## config.mk

```make
export PLATFORM = sky130hd
export DESIGN_NAME = c8ic_ram
export DESIGN_NICKNAME = d
export VERILOG_FILES = /design/src/design/c8ic_ram.sv
export SDC_FILE = /design/constraint.sdc
export NUM_CORES = 1
export LEC_CHECK = 0
export BUFFER_PORTS_ARGS = -buffer_cell sky130_fd_sc_hd__clkbuf_2
export CORE_MARGIN = 4
export CORE_UTILIZATION = 40
export DETAILED_ROUTE_END_ITERATION = 10
export PLACE_DENSITY = 0.63
export RECOVER_POWER = 100
export SLEW_MARGIN = 30
export SYNTH_ARGS = -nofsm -noshare
export SYNTH_HDL_FRONTEND = slang
export SYNTH_SLANG_ARGS = --single-unit
```

## constraint.sdc

```tcl
create_clock -name clk -period 1.7 [get_ports clk]
set_input_delay 0.085 -clock clk [delete_from_list [all_inputs] [get_ports clk]]
set_output_delay 0.085 -clock clk [all_outputs]
set_load 0.005 [all_outputs]
```

## src/design/c8ic_ram.sv

```systemverilog
module c8ic_ram #(
  parameter int WIDTH = 8,
  parameter int DEPTH = 16
) (
  input  logic                     clk,
  input  logic                     we,
  input  logic [$clog2(DEPTH)-1:0] waddr,
  input  logic [WIDTH-1:0]         wdata,
  input  logic [$clog2(DEPTH)-1:0] raddr,
  output logic [WIDTH-1:0]         rdata
);

  logic [WIDTH-1:0] mem [DEPTH];

  always_ff @(posedge clk) begin
    if (we) mem[waddr] <= wdata;
    rdata <= mem[raddr];
  end

endmodule

```

; ---- After elaboration in Yosys (flattened, before gate mapping)
; Memories as Yosys holds them, arrays and structs flattened. A register that Yosys moved wholly into a read port is not among the register bits.
; Cells that the tools add are included.
[totals]
regBits = 0
ramBits = 128
in_bits = 18
out_inout_bits = 8
word_cells = 3
mem_count = 1
[memory_table]
columns = name, words, word_bits, rd, rd_ports_with_merged_regs, wr, line
row1 = mem, 16, 8, 1, 1, 1, 13  ; logic [WIDTH-1:0] mem [DEPTH];
[classes]
n_mux = 2
[op_table]
columns = op, n
row1 = 2-to-1 mux 1 bit, 2

; ---- Logic depth before layout (Yosys ltp)
; Gate-level depths: netlist of the first run.
[logic_depth]
depth_word = 2
mapped_depth = 5

; ---- Worst setup path before layout of the first run
; OpenSTA, ideal clock, no wires.
[synth_path]
kind = input port to flip-flop
startpoint = input port waddr[2]
endpoint = memory mem[0][0] (enable)
setup_time_ns = 0.383
arrival_time_ns = 1.195
slack_ns = 0.122
path_stages = 2
path_buffers = 0
cell_sequence = or3b_2 -> nor3_1
[synth_lines]
columns = element, line
row1 = from (decl), 7  ; input logic [$clog2(DEPTH)-1:0] waddr,
row2 = to (decl), 13
; No word-level cell before the write port.

==> summary.md, run 1 <==
| Metric | Value |
|---|---|
| # rows | `41` |
| DRT iter0 DRCs | `~270` |
| Slew headroom | `0.521` |
| H-tree depth | `4` |
| Vias per inst | `around 5.2` |
| Worst Setup Start Kind | `register` |
| Prevailing post-synth register cell | `edfxtp_1` |
| Drt total wl | `10.1 mm` |
| Share of layout cells above drive strength 1 | `0.209` |
| Die Span Y | `around 120 um` |
| Pwr per Cell Area | `1330 mW/mm^2` |
| Synthesis-to-finish area growth | `20.4%` |
| Diode count | `0` |
| First-pass GRT wire length | `15.7 mm` |
| # DRC | `0` |
| Setup Skew | `0.0107 ns` |
| Detailed-route via count | `between 2k and 2.5k` |
| Fmax | `0.739 GHz` |
| Crit path from | `mem[8][2]` |
| Clk Latency, worst-skew pair | `0.41 ns` |
| Hold depth | `1` |
| Fillcell total | `roughly 1.1k` |
| Vias in the first global route | `2615` |
| Yosys cell types | `19` |
| Worst vdd ir | `roughly 0.76 mV` |
| Seq/Total Area, Yosys | `0.778` |
| RR Endpoint | `rdata[2]` |
| Run status | `finished clean` |
| Yosys reg bits | `136` |
| CTS clock-pin slew for the worst setup and hold paths | `0.06 ns` |
| DP Area | `0.00562 sq mm` |
| Clock tree buffer depth | `2` |
| Crit Path Category | `reg2reg` |
| Commonest cells after routing, fill and taps aside | `edfxtp_1 (128), clkbuf_1 (37), mux4_2 (18)` |
| WL/cell | `21.4 um` |
| Crit share post-route | `0.796` |
| Setup slack, reg-to-reg | `0.35 ns` |
| Final count of pins violating max slew | `0` |
| WP data arrival | `roughly 1.6 ns` |
| Post-route minimum period | `1.35 ns` |
| RSZ-0062 raised after global routing | `false` |
| Clock sink count | `136` |
| Post-route ant nets | `0` |
| DP Wirelength | `6.47 mm` |
| Max_cap viols | `0` |
| CP Capture Point | `rdata[2]` |
| Grt total ovfl | `0` |
| Post-Syn Nets | `247` |
| Largest net degree at the start of global routing | `33` |
| Worst-case hold slack | `0.194 ns` |
| Critical R2R Launch | `mem[8][2]` |
| Mapped cell area | `0.00515 sq mm` |
| Core area | `0.0126 sq mm` |
| Post-synth EDFFs | `128` |
| I/O pin cnt | `26` |
| IO buf count | `25` |
| Die area | `0.0147 sq mm` |
| Hold/Removal Path Class | `in2reg` |
| Syn avg cell area | `22.5 sq um` |
| Drt pass-1 iters | `4` |
| Most common cell after layout, fill and taps aside | `edfxtp_1` |
| Post_cts resized | `0` |
| Die Width | `121 um` |
| Syn. warnings | `0` |
| CP max FO | `1` |
| Hold Vio Cnt, Final | `0` |
| Post-Synth XOR/XNOR Area | `0` |
| Final net count | `307` |
| Setup violators final | `0` |
| Design Area, Final | `between 0.006 and 0.007 sq mm` |
| Initial antenna violation count | `0` |
| Synth Area in Simple Gates | `0.0318` |
| Setup bufs post-CTS | `0` |
| Final Wtd Congestion | `0.763` |
| CP Capture Type | `register` |
| CP Data Required Time | `1.98 ns` |
| Synth Area in Compound Gates | `0.0233` |
| Final Util | `0.491` |
| CTS buffer count | `17` |
| Ys async rst share | `0` |
| Worst r2r path cells | `3` |
| TritonCTS clock tree | `yes` |
| Leak | `2.03 nW` |
| Largest family of logic cells by synthesized area | `multiplexers` |
| GR Util All Layers | `0.150` |
| Area share of fa/ha/maj cells after synthesis | `0` |
| Root buffer cell | `clkbuf_16` |
| Worst-margin pin slew | `0.719 ns` |
| Cts hold-fix bufs | `0` |
| Synth Instances | `229` |
| Fin Setup TNS | `0 ns` |
| HP Start | `wdata[0]` |
| Mux contribution to synthesized area | `0.150` |
| Initial Utilization | `0.408` |
[how the worst min path moves through the flow]
stage,to,slack (ns)
after floorplan,mem[0][0],0.18
after global placement,rdata[0],0.46
after detailed placement,rdata[0],0.46
after CTS,mem[5][0],0.1
after global routing,mem[1][0],0.24
final,mem[5][0],0.19
[through the flow]
step                total power [mW]  instances  setup slack [ns]
finish                          8.23        474             0.347
floorplan                       4.03        229             0.122
global route                    8.50        474             0.222
global placement                4.19        442             0.117
detailed placement              4.20        442             0.142
CTS                             8.31        474             0.340
[report_power, final]
group	internal, mW	switching [mW]	total, mW
Combinational	0.142	0.197	0.339
Sequential	3.75	0.0258	3.78
Clock	2.76	1.35	4.11
[flip-flops by register name (all words and copies together) (netlist names)]
name   cells
rdata      8
mem      128
[worst max-delay path, stage by stage (launching register included)]
cell      delay, ns
edfxtp_1       0.36
mux4_1         0.49
a22oi_1        0.30
nand2_1        0.09
[kinds of logic after synthesis]
group | count (synthesis)
AO/OA/AOI/OAI | 16
buffers and inverters | 10
flip-flops | 136
multiplexers | 32
AND/OR/NAND/NOR | 35
[cells in the mapped netlist (3+ instances only)]
cell	count	share of area
buf_2	3	0.0029
edfxtp_1	128	0.75
a22oi_1	16	0.023
mux4_1	14	0.071
buf_6	3	0.0066
nand2_1	9	0.0066
dfxtp_1	8	0.031
mux4_2	18	0.079
clkdlybuf4s25_2	3	0.0058
nor2_1	13	0.0095
nor3_1	4	0.0039
[metal layers]
layer	up-vias	global-route usage	wire (um)
li1	1098	-	-
met1	1289	0.216	4560
met2	74	0.224	4900
met3	10	0.0359	530
met4	0	0.0546	138
met5	-	0	0
[final cells by class]
cell class              instances  area (sq um)  area share
flip-flops and latches        136          4000       0.646
repair buffers                 51           249      0.0402
well taps                     172           215      0.0347
clock buffers                  17           425      0.0686
clock inverters                15           248      0.0400
multi-input cells              83          1060       0.171
Note: power is estimated with default switching activity, not from simulation.
==> run 2: changes to the inputs <==
clock period = 1.2 ns   (was 1.7 ns; I/O delays follow)
==> run 2 against run 1 <==
The flow now finishes with violations (setup timing). Die area stayed put. Register-to-register slack got worse by 0.43 ns. Sequential power is 42% higher. Largest cell class unchanged.
==> summary.md, run 2 (same netlist as run 1, synthesis figures left out) <==
| Metric | Value |
|---|---|
| Run status | `finished, violations left` |
| Violated checks | `setup timing` |
| Clk Latency, worst-skew pair | `0.40 ns` |
| Cts hold-fix bufs | `0` |
| Worst vdd ir | `~1.3 mV` |
| # rows | `41` |
| # DRC | `0` |
| GR Util All Layers | `0.146` |
| Clock power frac | `0.464` |
| Crit Path Category | `reg2reg` |
| Die Span Y | `121 um` |
| Final Util | `0.488` |
| Largest net degree at the start of global routing | `19` |
| Met2 routed WL | `4.99 mm` |
| Met1 wire length | `4.26 mm` |
| Uppermost routed layer | `met4` |
| Clock sink count | `136` |
| Reg power frac | `0.488` |
| Max FFs per register | `128` |
| Leak | `between 2 and 2.5 nW` |
| First-pass GRT wire length | `15.3 mm` |
| I/O pin cnt | `26` |
| CP max FO | `1` |
| Worst-margin pin slew | `0.978 ns` |
| Crit share post-route | `1.07` |
| Core area | `0.0126 sq mm` |
| Fin Setup TNS | `-0.417 ns` |
| Hold Vio Cnt, Final | `0` |
| Die Width | `between 100 and 150 um` |
| Vias in the first global route | `2489` |
| Vias per inst | `5.22` |
| Synthesis-to-finish area growth | `19.5%` |
| H-tree depth | `4` |
| Setup bufs post-CTS | `0` |
| Reg with most FFs | `mem` |
| CP max-delay cell | `mux4_2` |
| CP top delay family | `multiplexers` |
| DP Area | `0.00564 sq mm` |
| Design Area, Final | `around 0.006 sq mm` |
| Slew headroom | `0.346` |
| Worst Setup Start Kind | `register` |
| Max_cap viols | `0` |
| Root buffer cell | `clkbuf_16` |
| WL/cell | `around 21 um` |
| CP Capture Type | `register` |
| DR WL met3 | `519 um` |
| TritonCTS clock tree | `yes` |
| Die area | `roughly 0.015 sq mm` |
| WP data arrival | `between 1.5 and 2 ns` |
| Final net count | `between 300 and 400` |
| IO buf count | `25` |
| Fin worst setup slack | `-0.0819 ns` |
| Most common cell after layout, fill and taps aside | `edfxtp_1` |
| Detailed-route via count | `around 2.5k` |
| Net Sw Frac | `0.210` |
| Pwr per Cell Area | `between 1500 and 2000 mW/mm^2` |
| CP Data Required Time | `1.49 ns` |
| Design internal power | `8.65 mW` |
| Commonest cells after routing, fill and taps aside | `edfxtp_1 (128), mux4_2 (28), clkbuf_1 (24)` |
| CTS clock-pin slew for the worst setup and hold paths | `0.06 ns` |
| Net Switching | `between 2 and 2.5 mW` |
| Initial Utilization | `0.408` |
| Setup violators final | `8` |
| Post-route ant nets | `0` |
| Drt total wl | `approximately 9.9 mm` |
| Post-route minimum period | `1.28 ns` |
| Setup Skew | `between 0.008 and 0.009 ns` |
| DP Wirelength | `roughly 6.5 mm` |
| Final Wtd Congestion | `0.702` |
| Logic pwr share | `0.047` |
| Diode count | `0` |
| Grt total ovfl | `0` |
| Final count of pins violating max slew | `0` |
| Clock tree buffer depth | `2` |
| RSZ-0062 raised after global routing | `true` |
| Total Power | `11.0 mW` |
| Initial antenna violation count | `0` |
| Buffers and inverters on the worst path | `0` |
| CTS buffer count | `17` |
| Drt pass-1 iters | `4` |
| Worst-case hold slack | `between 0.2 and 0.25 ns` |
| Share of layout cells above drive strength 1 | `0.319` |
| Crit path largest cell delay | `0.47 ns` |
| DRT iter0 DRCs | `206` |
| Fmax | `0.780 GHz` |
| Largest regs | `mem (128), rdata (8)` |
| Worst path cell trace | `mux4_2 > a22oi_2 > nand2_1` |
| Hold/Removal Path Class | `in2reg` |
-- run 2: changes by cell type in the layout (fill, tap and decap cells not counted), sizes merged --
cell / before / now
bufinv: 6 / 2
clkinvlp: 3 / 0
inv: 3 / 7
clkinv: 3 / 5
-- run 2: layout make-up --
class                           instances  area (sq um)
Sequential cell                       136          4000
Tap cell                              172           215
Clock buffer                           18           429
Timing Repair Buffer                   50           274
Multi-Input combinational cell         83          1070
Fill cell                            1058          6470
Clock inverter                         14           160
-- run 2: power groups by stage --
stage	clock (mW)	sequential [mW]	combinational, mW
after floorplan	0	5.43	0.274
after global placement	0	5.44	0.507
after detailed placement	0	5.44	0.518
after CTS	5.17	5.35	0.535
after global routing	5.40	5.36	0.569
final	5.08	5.35	0.518
-- run 2: metrics by stage --
stage | setup slack (ns) | cells
2_1_floorplan | -0.126 | 229
3_3_place_gp | -0.317 | 441
3_5_place_dp | -0.321 | 441
4_1_cts | -0.0999 | 473
5_1_grt | -0.126 | 473
6_report | -0.0819 | 473
-- run 2: worst reg2reg max path, stage by stage, from the launching register on --
cell	delay [ns]
edfxtp_1	0.38
mux4_2	0.47
a22oi_2	0.22
nand2_1	0.10
-- run 2: timing repair --
action	in CTS	in global routing
pin swaps	5	5
gates cloned	0	0
setup endpoints to repair	8	8
gates resized for setup	10	10
-- run 2: path summary, 6_finish.rpt --
| path | slack, ns | start | endpoint | cells past startpoint |
|---|---|---|---|---|
| setup / recovery | -0.08 | mem[1][4] | rdata[4] | 3 |
| hold / removal | 0.21 | wdata[7] | mem[0][7] | 1 |
| hold reg to reg | 0.67 | mem[12][5] | rdata[5] | 3 |
| setup reg to reg | -0.08 | mem[1][4] | rdata[4] | 3 |
-- run 2: metal layers --
layer	vias to the layer above	track usage
li1	1087	-
met1	1308	0.195
met2	66	0.229
met3	9	0.0457
met4	0	0.0483
met5	-	0
