### config.mk
export PLATFORM = sky130hd
export DESIGN_NAME = c8ic_alu
export DESIGN_NICKNAME = d
export VERILOG_FILES = /design/src/design/c8ic_pkg.sv /design/src/design/c8ic_alu.sv
export SDC_FILE = /design/constraint.sdc
export NUM_CORES = 1
export LEC_CHECK = 0
export BUFFER_PORTS_ARGS = -buffer_cell sky130_fd_sc_hd__buf_2
export CAP_MARGIN = 20
export CORE_MARGIN = 2
export CORE_UTILIZATION = 50
export DETAILED_ROUTE_END_ITERATION = 6
export PLACE_DENSITY = 0.74
export SYNTH_ARGS = -nofsm -noshare
export SYNTH_HDL_FRONTEND = slang
export SYNTH_SLANG_ARGS = --single-unit
### constraint.sdc
create_clock -name vclk -period 2.15
set_input_delay 0.215 -clock vclk [all_inputs]
set_output_delay 0.215 -clock vclk [all_outputs]
set_load 0.1 [all_outputs]
### src/design/c8ic_pkg.sv
package c8ic_pkg;

  localparam int MemBytes   = 4096;
  localparam int ScreenW    = 64;
  localparam int ScreenH    = 32;
  localparam int StackDepth = 16;
  localparam int FontBytes  = 80;

  localparam logic [11:0] RESET_PC = 12'd512;

  localparam logic [2:0] KIND_EXEC      = 3'd0;
  localparam logic [2:0] KIND_WRITE_MEM = 3'd1;
  localparam logic [2:0] KIND_READ_MEM  = 3'd2;
  localparam logic [2:0] KIND_READ_REG  = 3'd3;
  localparam logic [2:0] KIND_READ_PIX  = 3'd4;

  localparam logic [1:0] FAULT_NONE      = 2'd0;
  localparam logic [1:0] FAULT_OVERFLOW  = 2'd1;
  localparam logic [1:0] FAULT_UNDERFLOW = 2'd2;

  localparam logic [15:0] OP_CLS = 16'h00E0;
  localparam logic [15:0] OP_RET = 16'h00EE;

  localparam logic [3:0] GRP_SYS  = 4'h0;
  localparam logic [3:0] GRP_JP   = 4'h1;
  localparam logic [3:0] GRP_CALL = 4'h2;
  localparam logic [3:0] GRP_SE   = 4'h3;
  localparam logic [3:0] GRP_SNE  = 4'h4;
  localparam logic [3:0] GRP_SEV  = 4'h5;
  localparam logic [3:0] GRP_LD   = 4'h6;
  localparam logic [3:0] GRP_ADD  = 4'h7;
  localparam logic [3:0] GRP_ALU  = 4'h8;
  localparam logic [3:0] GRP_SNEV = 4'h9;
  localparam logic [3:0] GRP_LDI  = 4'hA;
  localparam logic [3:0] GRP_JPV  = 4'hB;
  localparam logic [3:0] GRP_RND  = 4'hC;
  localparam logic [3:0] GRP_DRW  = 4'hD;
  localparam logic [3:0] GRP_MISC = 4'hF;

  localparam logic [3:0] ALU_MOV = 4'h0;
  localparam logic [3:0] ALU_OR  = 4'h1;
  localparam logic [3:0] ALU_AND = 4'h2;
  localparam logic [3:0] ALU_XOR = 4'h3;
  localparam logic [3:0] ALU_ADD = 4'h4;
  localparam logic [3:0] ALU_SUB = 4'h5;
  localparam logic [3:0] ALU_SHR = 4'h6;
  localparam logic [3:0] ALU_SBN = 4'h7;
  localparam logic [3:0] ALU_SHL = 4'hE;

  localparam logic [7:0] F_GET_DT = 8'h07;
  localparam logic [7:0] F_SET_DT = 8'h15;
  localparam logic [7:0] F_SET_ST = 8'h18;
  localparam logic [7:0] F_ADD_I  = 8'h1E;
  localparam logic [7:0] F_FONT   = 8'h29;
  localparam logic [7:0] F_BCD    = 8'h33;
  localparam logic [7:0] F_STORE  = 8'h55;
  localparam logic [7:0] F_LOAD   = 8'h65;

  typedef enum logic [3:0] {
    S_INIT, S_IDLE, S_RX, S_RY, S_EXEC, S_FLAG, S_CLR,
    S_DRD, S_DWR, S_BCD, S_MRD, S_MWR, S_FIN
  } state_t;

  typedef struct packed {
    logic       we;
    logic [7:0] res;
    logic       fwe;
    logic [7:0] flag;
  } alu_res_t;

  localparam logic [0:FontBytes-1][7:0] FONT_ROM = {
    8'hF0, 8'h90, 8'h90, 8'h90, 8'hF0, 8'h20, 8'h60, 8'h20, 8'h20, 8'h70,
    8'hF0, 8'h10, 8'hF0, 8'h80, 8'hF0, 8'hF0, 8'h10, 8'hF0, 8'h10, 8'hF0,
    8'h90, 8'h90, 8'hF0, 8'h10, 8'h10, 8'hF0, 8'h80, 8'hF0, 8'h10, 8'hF0,
    8'hF0, 8'h80, 8'hF0, 8'h90, 8'hF0, 8'hF0, 8'h10, 8'h20, 8'h40, 8'h40,
    8'hF0, 8'h90, 8'hF0, 8'h90, 8'hF0, 8'hF0, 8'h90, 8'hF0, 8'h10, 8'hF0,
    8'hF0, 8'h90, 8'hF0, 8'h90, 8'h90, 8'hE0, 8'h90, 8'hE0, 8'h90, 8'hE0,
    8'hF0, 8'h80, 8'h80, 8'h80, 8'hF0, 8'hE0, 8'h90, 8'h90, 8'h90, 8'hE0,
    8'hF0, 8'h80, 8'hF0, 8'h80, 8'hF0, 8'hF0, 8'h80, 8'hF0, 8'h80, 8'h80
  };

  function automatic logic [7:0] font_byte(input logic [6:0] i);
    logic [7:0] b;
    b = 8'h00;
    if (i < 7'(FontBytes)) b = FONT_ROM[i];
    return b;
  endfunction

  // hundreds, tens, ones of a byte
  function automatic logic [11:0] bcd_digits(input logic [7:0] v);
    logic [1:0]  h;
    logic [7:0]  r;
    logic [14:0] p;
    logic [3:0]  t;
    logic [7:0]  o;
    h = 2'd0;
    r = v;
    if (v >= 8'd200) begin
      h = 2'd2;
      r = v - 8'd200;
    end else if (v >= 8'd100) begin
      h = 2'd1;
      r = v - 8'd100;
    end
    p = 15'(r) * 15'd205;
    t = p[14:11];
    o = r - 8'(t) * 8'd10;
    return {2'b00, h, t, o[3:0]};
  endfunction

endpackage

### src/design/c8ic_alu.sv
module c8ic_alu
  import c8ic_pkg::*;
(
  input  logic [3:0] sel,
  input  logic [7:0] vx,
  input  logic [7:0] vy,
  output alu_res_t   o
);

  logic [8:0] sum;

  assign sum = {1'b0, vx} + {1'b0, vy};

  always_comb begin
    o = '0;
    case (sel)
      ALU_MOV: begin o.we = 1'b1; o.res = vy; end
      ALU_OR:  begin o.we = 1'b1; o.res = vx | vy; end
      ALU_AND: begin o.we = 1'b1; o.res = vx & vy; end
      ALU_XOR: begin o.we = 1'b1; o.res = vx ^ vy; end
      ALU_ADD: begin
        o.we = 1'b1; o.res = sum[7:0]; o.fwe = 1'b1; o.flag = {7'd0, sum[8]};
      end
      ALU_SUB: begin
        o.we = 1'b1; o.res = vx - vy; o.fwe = 1'b1; o.flag = {7'd0, vx > vy};
      end
      ALU_SHR: begin
        o.we = 1'b1; o.res = {1'b0, vx[7:1]}; o.fwe = 1'b1; o.flag = {7'd0, vx[0]};
      end
      ALU_SBN: begin
        o.we = 1'b1; o.res = vy - vx; o.fwe = 1'b1; o.flag = {7'd0, vy > vx};
      end
      ALU_SHL: begin
        o.we = 1'b1; o.res = {vx[6:0], 1'b0}; o.fwe = 1'b1; o.flag = {7'd0, vx[7]};
      end
      default: o = '0;
    endcase
  end

endmodule
# Yosys cells after proc, flatten, opt, wreduce, memory -nomap -nowiden
# Cells that the tools add are included.
[word_totals]
register_bits = 0
inputBits = 20
output_inout_bits = 18
elab_cells = 19
[classes]
n_addsub = 3
order_cmp = 2
n_eq_ne = 8
muxes = 2
bitwise_logic = 3
reduce_logical = 1
[op_table]
columns = ["operator", "count"]
rows = [
  ["$pmux W9 S9", 1],
  ["$pmux W9 S5", 1],
  ["$eq A4 B3 Y1 const B", 4],
  ["$gt A8 B8 Y1", 2],
  ["$sub A8 B8 Y8", 2],
  ["$add A8 B8 Y9", 1],
  ["$and A8 B8 Y8", 1],
  ["$eq A4 B2 Y1 const B", 2],
  ["$or A8 B8 Y8", 1],
  ["$xor A8 B8 Y8", 1],
  ["$eq A4 B1 Y1 const B", 1],
  ["$eq A4 B4 Y1 const B", 1],
  ["$logic_not A4 Y1", 1],
]

# Depth between registers and ports, before layout
# Gate-level depths: netlist of the first run.
[logic_depth]
word_depth = 2
depth_mapped = 9
depth_no_buf = 9

# Worst setup path before layout of the first run
# No wires, ideal clock.
[synth_timing]
path_type = "input to output"
start = "input vx[5]"
end = "output o[0] in the netlist's numbering"
arrival_ps = 2894
setup_slack_ps = -959
path_stages = 8
path_buffers = 2
path_cell_list = "inv_1 -> ha_1 -> clkbuf_1 -> clkbuf_1 -> o2111ai_1 -> nand2_1 -> a211oi_1 -> o221ai_1"
[synth_rtl]
columns = ["element", "line", "source"]
rows = [
  ["start: declaration", "c8ic_alu.sv:5", "input logic [7:0] vx,"],
  ["end: declaration", "c8ic_alu.sv:7", "output alu_res_t o"],
]

==> out/results.tsv, run 1 <==
metric	value	unit
top cells by area, synth	ha_1 22%, inv_1 5.8%, o21ai_0 4.6%	
Final Setup Violations	8	
outcome	complete, but fails checks	
GRT Overall Usage	0.377	
pin count of the biggest net entering global routing	19	
max cap viols	0	
failing checks	negative setup slack	
synth cell count leaders	34 x ha_1, 30 x inv_1, 18 x nor2_1, 18 x o21ai_0, 16 x a21oi_1	
power density over the cells	330	mW/mm^2
Max-slew headroom	0.609	
Final Net Count	434	
setup ws final	-0.349	ns
drt via density	6.74	
final core occ	0.880	
synth warn	0	
Post-Syn Area per Cell	6.97	sq um
Final Max Tran Viols	0	
total die area	0.00442	sq mm
Critical Path RT	1.93	ns
Post-CTS Hold Buffers	0	
largest fanout on the critical path	4	
final worst path period share	1.16	
DR iter-0 viols	347	
IO buf count	31	
routability cong.	0.988	
Adder-Cell Fraction of Synth Area	0.249	
antenna viol nets, final	0	
final hold vios	0	
Die H	66.5	um
CP startpoint	vy[0]	
IO Count	38	
Max Fclk	400	MHz
Critical Path Sink Type	output port	
Worst EP arrival	2.28	ns
simple-gate share of the synthesized area	0.261	
Static Leak	1.44	nW
largest family of logic cells by synthesized area	compound AO/OA/AOI/OAI gates	
dpl hpwl	5.86	mm
CP Launch Type	primary input	
min-delay src	vx[2]	
sequential share of the synthesized area	0	
row count	22	
Synth Area in Compound Gates	0.286	
fillcell total	180	
sequential cells	0	
VDD IR max	0.000234	V
total wire length	9.17	mm
top-count cell post-synth	ha_1	
Yosys top cell area share	0.218	
library cells used by synthesis	54	
area of the multi-input gates	0.00213	sq mm
post-synthesis mux area share	0.0712	
final worst path period need	2.50	ns
initial core utilization	0.525	
worst hold-check path type	primary input to output port	
mapped cell area	0.00195	sq mm
Post-Syn Instances	280	
total gr overflow	0	
Die W	66.5	um
diode count	0	
vias in the first global route	2735	
Register Area	0	sq um
area grow syn2layout	67.6	%
DRC viols	0	
WHS	1.07	ns
dpl cells	416	
Post-Synth XOR/XNOR Area	0.0135	
DR pass1 iterations	5	
via count	2850	
cell taking the most area after synthesis	ha_1	
Clock buffer cells	0	
RSZ-0062 raised after global routing	yes	
core area	0.00372	sq mm
first-pass GRT wire length	12.8	mm
per-cell routed wire length	21.7	um
Worst Tran Pin Value	0.577	ns
total power draw	1.08	mW
proportion of layout cells with a drive suffix above 1	0.483	
initial antenna violation count	0	
critical path type	primary input to output port	
Non-Filler Instances	423	
-- critical path: stages --
cell and delay (ns):
buf_8 0.09, buf_6 0.10, ha_4 0.13, inv_2 0.04, fa_2 0.43, buf_4 0.18, a22oi_1 0.26, o311ai_1 0.25
o21ai_0 0.16, o211ai_1 0.20, buf_12 0.22
-- report_power, final --
part | switching (mW) | leakage [nW] | total, mW | internal, mW
logic | 0.649 | 1.44 | 1.08 | 0.430
clock network | 0 | 0 | 0 | 0
registers | 0 | 0 | 0 | 0
-- layer usage --
metal  track usage  routed length [um]  up-vias
li1              -                   -     1195
met1         0.427                3050     1292
met2         0.663                4240      265
met3        0.0439                1080       98
met4         0.242                 804        0
met5             0                   0        -
-- per-stage QoR --
stage	TNS [ns]	setup slack, ns	cell area [sq um]
after global placement	-1.75	-0.267	2860
after CTS	-0.479	-0.106	3110
after floorplan	-3.09	-0.710	2130
after detailed placement	-2.11	-0.325	2860
final	-1.35	-0.349	3270
after global routing	-1.79	-0.429	3270
-- layout by cell type, fill, tap and decap left out, types with 7 or more instances in the layout --
cell / Yosys / layout
nand2b_1: 8 / 7
nand2_1: 15 / 15
buf_2: 4 / 18
o21ai_0: 18 / 11
conb_1: 1 / 7
inv_1: 30 / 17
buf_12: 0 / 7
a21oi_1: 16 / 10
ha_4: 0 / 8
buf_4: 7 / 79
ha_1: 34 / 23
inv_2: 0 / 9
nor2b_1: 11 / 8
nor2_1: 18 / 18
-- repair_timing --
| action | in CTS | in global routing |
|---|---|---|
| pin swaps | 28 | 19 |
| setup endpoints to repair | 8 | 8 |
| gates resized for setup | 58 | 30 |
| setup buffers | 3 | 4 |
-- cell type report --
type               instances  area share
inverters                 30      0.0409
multi-input cells        233       0.651
well taps                 48      0.0184
repair buffers           112       0.290
-- cell families (layout without fill, tap and decap cells) --
group                      count (synthesis)  after routing
and+or+nand+nor                           91             91
adders and majority gates                 37             37
AOI/OAI and AO/OA                         84             84
xor gates and xnor gates                   3              3
other                                      1              7
muxes                                     11             11
buffers and inverters                     53            142
-- final timing paths --
| check | end | slack, ns | cells after the start |
|---|---|---|---|
| worst max-delay path | o[11] | -0.35 | 11 |
| worst min-delay path | o[12] | 1.07 | 5 |
Note: power is estimated with default switching activity, not from simulation.
==> run 2: changes to the inputs <==
- CORE_MARGIN: 2 -> 3
- clock period: 2.15 -> 3.2 ns (I/O delays scaled with it)
==> out/results.tsv, run 2 (synthesis results as in run 1) <==
metric	value	unit	change
CP max-delay cell	ha_1		
Worst Tran Pin Value	0.619	ns	+0.0417 ns
antenna viol nets, final	0		unchanged
Final Max Tran Viols	0		unchanged
fillcell total	367		+100%
Reg power frac	0		unchanged
VDD IR max	0.000144	V	-38%
Cell Chain, Critical Path	buf_2 > inv_1 > ha_1 > nor3_1 > or3_1 > a2111oi_0 > o21ai_0 > nand4_1 > buf_2		
Final Setup Violations	0		-8
vias in the first global route	1856		-32%
most common cell after layout, fill and taps aside	ha_1		
Worst EP arrival	2.64	ns	+0.36 ns
Max-slew headroom	0.584		-0.0249
largest fanout on the critical path	15		+11
CP top delay family	simple AND/OR/NAND/NOR gates		
Die H	68.5	um	+3.0%
worst path bufs/invs	3		-2
via count	2185		-23%
final core occ	0.579		-0.302
initial antenna violation count	0		unchanged
diode count	0		unchanged
setup ws final	0.242	ns	+0.590 ns
drt via density	6.28		-6.8%
Internal Power	129	uW	-70%
DR pass1 iterations	5		unchanged
total die area	0.00469	sq mm	+6.1%
placed standard-cell area	0.00215	sq mm	-25%
most frequent CP cell	buf_2		
Non-Filler Instances	348		-18%
final hold vios	0		unchanged
Clock buffer cells	0		unchanged
DRC viols	0		unchanged
Final Net Count	359		-17%
pin count of the biggest net entering global routing	25		+6
Max Fclk	338	MHz	
CP Launch Type	primary input		
final worst path period need	2.96	ns	
max cap viols	0		unchanged
total wire length	5.80	mm	-37%
area grow syn2layout	10.2	%	
Post-CTS Hold Buffers	0		unchanged
IO buf count	31		unchanged
row count	22		unchanged
commonest non-fill, non-tap cells in the layout	34 x ha_1, 30 x inv_1, 30 x buf_2		
Die W	68.5	um	+3.0%
clock share of power	0		unchanged
CTS resizes	0		-100%
Register Area	0	sq um	unchanged
sequential cells	0		unchanged
power density over the cells	215	mW/mm^2	-35%
critical path type	primary input to output port		
per-cell routed wire length	16.7	um	-23%
Setup TNS Final	0	ns	+1.35 ns
first-pass GRT wire length	9.16	mm	-29%
RSZ-0062 raised after global routing	no		
total gr overflow	0		unchanged
GRT Overall Usage	0.252		-0.125
dpl cells	348		-16%
dpl hpwl	4.53	mm	-23%
Gate power share	1.000		about the same
proportion of layout cells with a drive suffix above 1	0.157		-0.326
pre-CTS setup slack	0.301	ns	+0.626 ns
core area	0.00372	sq mm	unchanged
worst hold-check path type	primary input to output port		
routability cong.	0.957		-3.1%
Sw Ratio	0.720		+0.119
final worst path period share	0.924		
initial core utilization	0.525		unchanged
Switching Power	333	uW	-49%
outcome	finished clean		
Post-CTS Setup Bufs	0		-3
IO Count	38		unchanged
Static Leak	0.996	nW	-31%
post-route cell area	0.00215	sq mm	-34%
max incr delay on CP	0.50	ns	+0.07 ns
Critical Path Sink Type	output port		
Critical Path RT	2.88	ns	+0.95 ns
DR iter-0 viols	248		-29%
[run 2: cell count changes in the layout (fill, tap and decap cells not counted), sizes merged]
| cell | change |
|---|---|
| buf | -73 |
| clkbuf | -2 |
| clkinvlp | -1 |
| inv | +1 |
[run 2: metrics by stage]
stage	power [mW]	hold slack, ns
finish	0.462	1.22
floorplan	0.364	1.10
global route	0.494	1.25
detailed placement	0.455	1.22
CTS	0.456	1.22
global placement	0.454	1.23
[run 2: power by group through the flow]
| stage | sequential [mW] | clock [mW] | combinational, mW |
|---|---|---|---|
| detailed placement | 0 | 0 | 0.455 |
| floorplan | 0 | 0 | 0.364 |
| finish | 0 | 0 | 0.462 |
| CTS | 0 | 0 | 0.456 |
| global placement | 0 | 0 | 0.454 |
| global route | 0 | 0 | 0.494 |
[run 2: layer usage]
metal  vias to the layer above  share of wire  global-route usage
met5                         -              0                   0
met4                         0          0.018              0.0223
met3                        14          0.097              0.0164
met2                       154           0.45               0.399
met1                       978           0.44               0.381
li1                       1039              -                   -
[run 2: worst paths after layout]
check                  from     to  cells after the start
worst min-delay path  vx[2]  o[12]                      4
worst max-delay path  vx[2]  o[14]                      9
[run 2: layout make-up]
type / count / area (sq um) / share of cell area
inverter: 30 / 113 / 0.0524
timing repair buffer: 37 / 215 / 0.100
tap: 48 / 60.1 / 0.0279
multi-input combinational: 233 / 1760 / 0.820
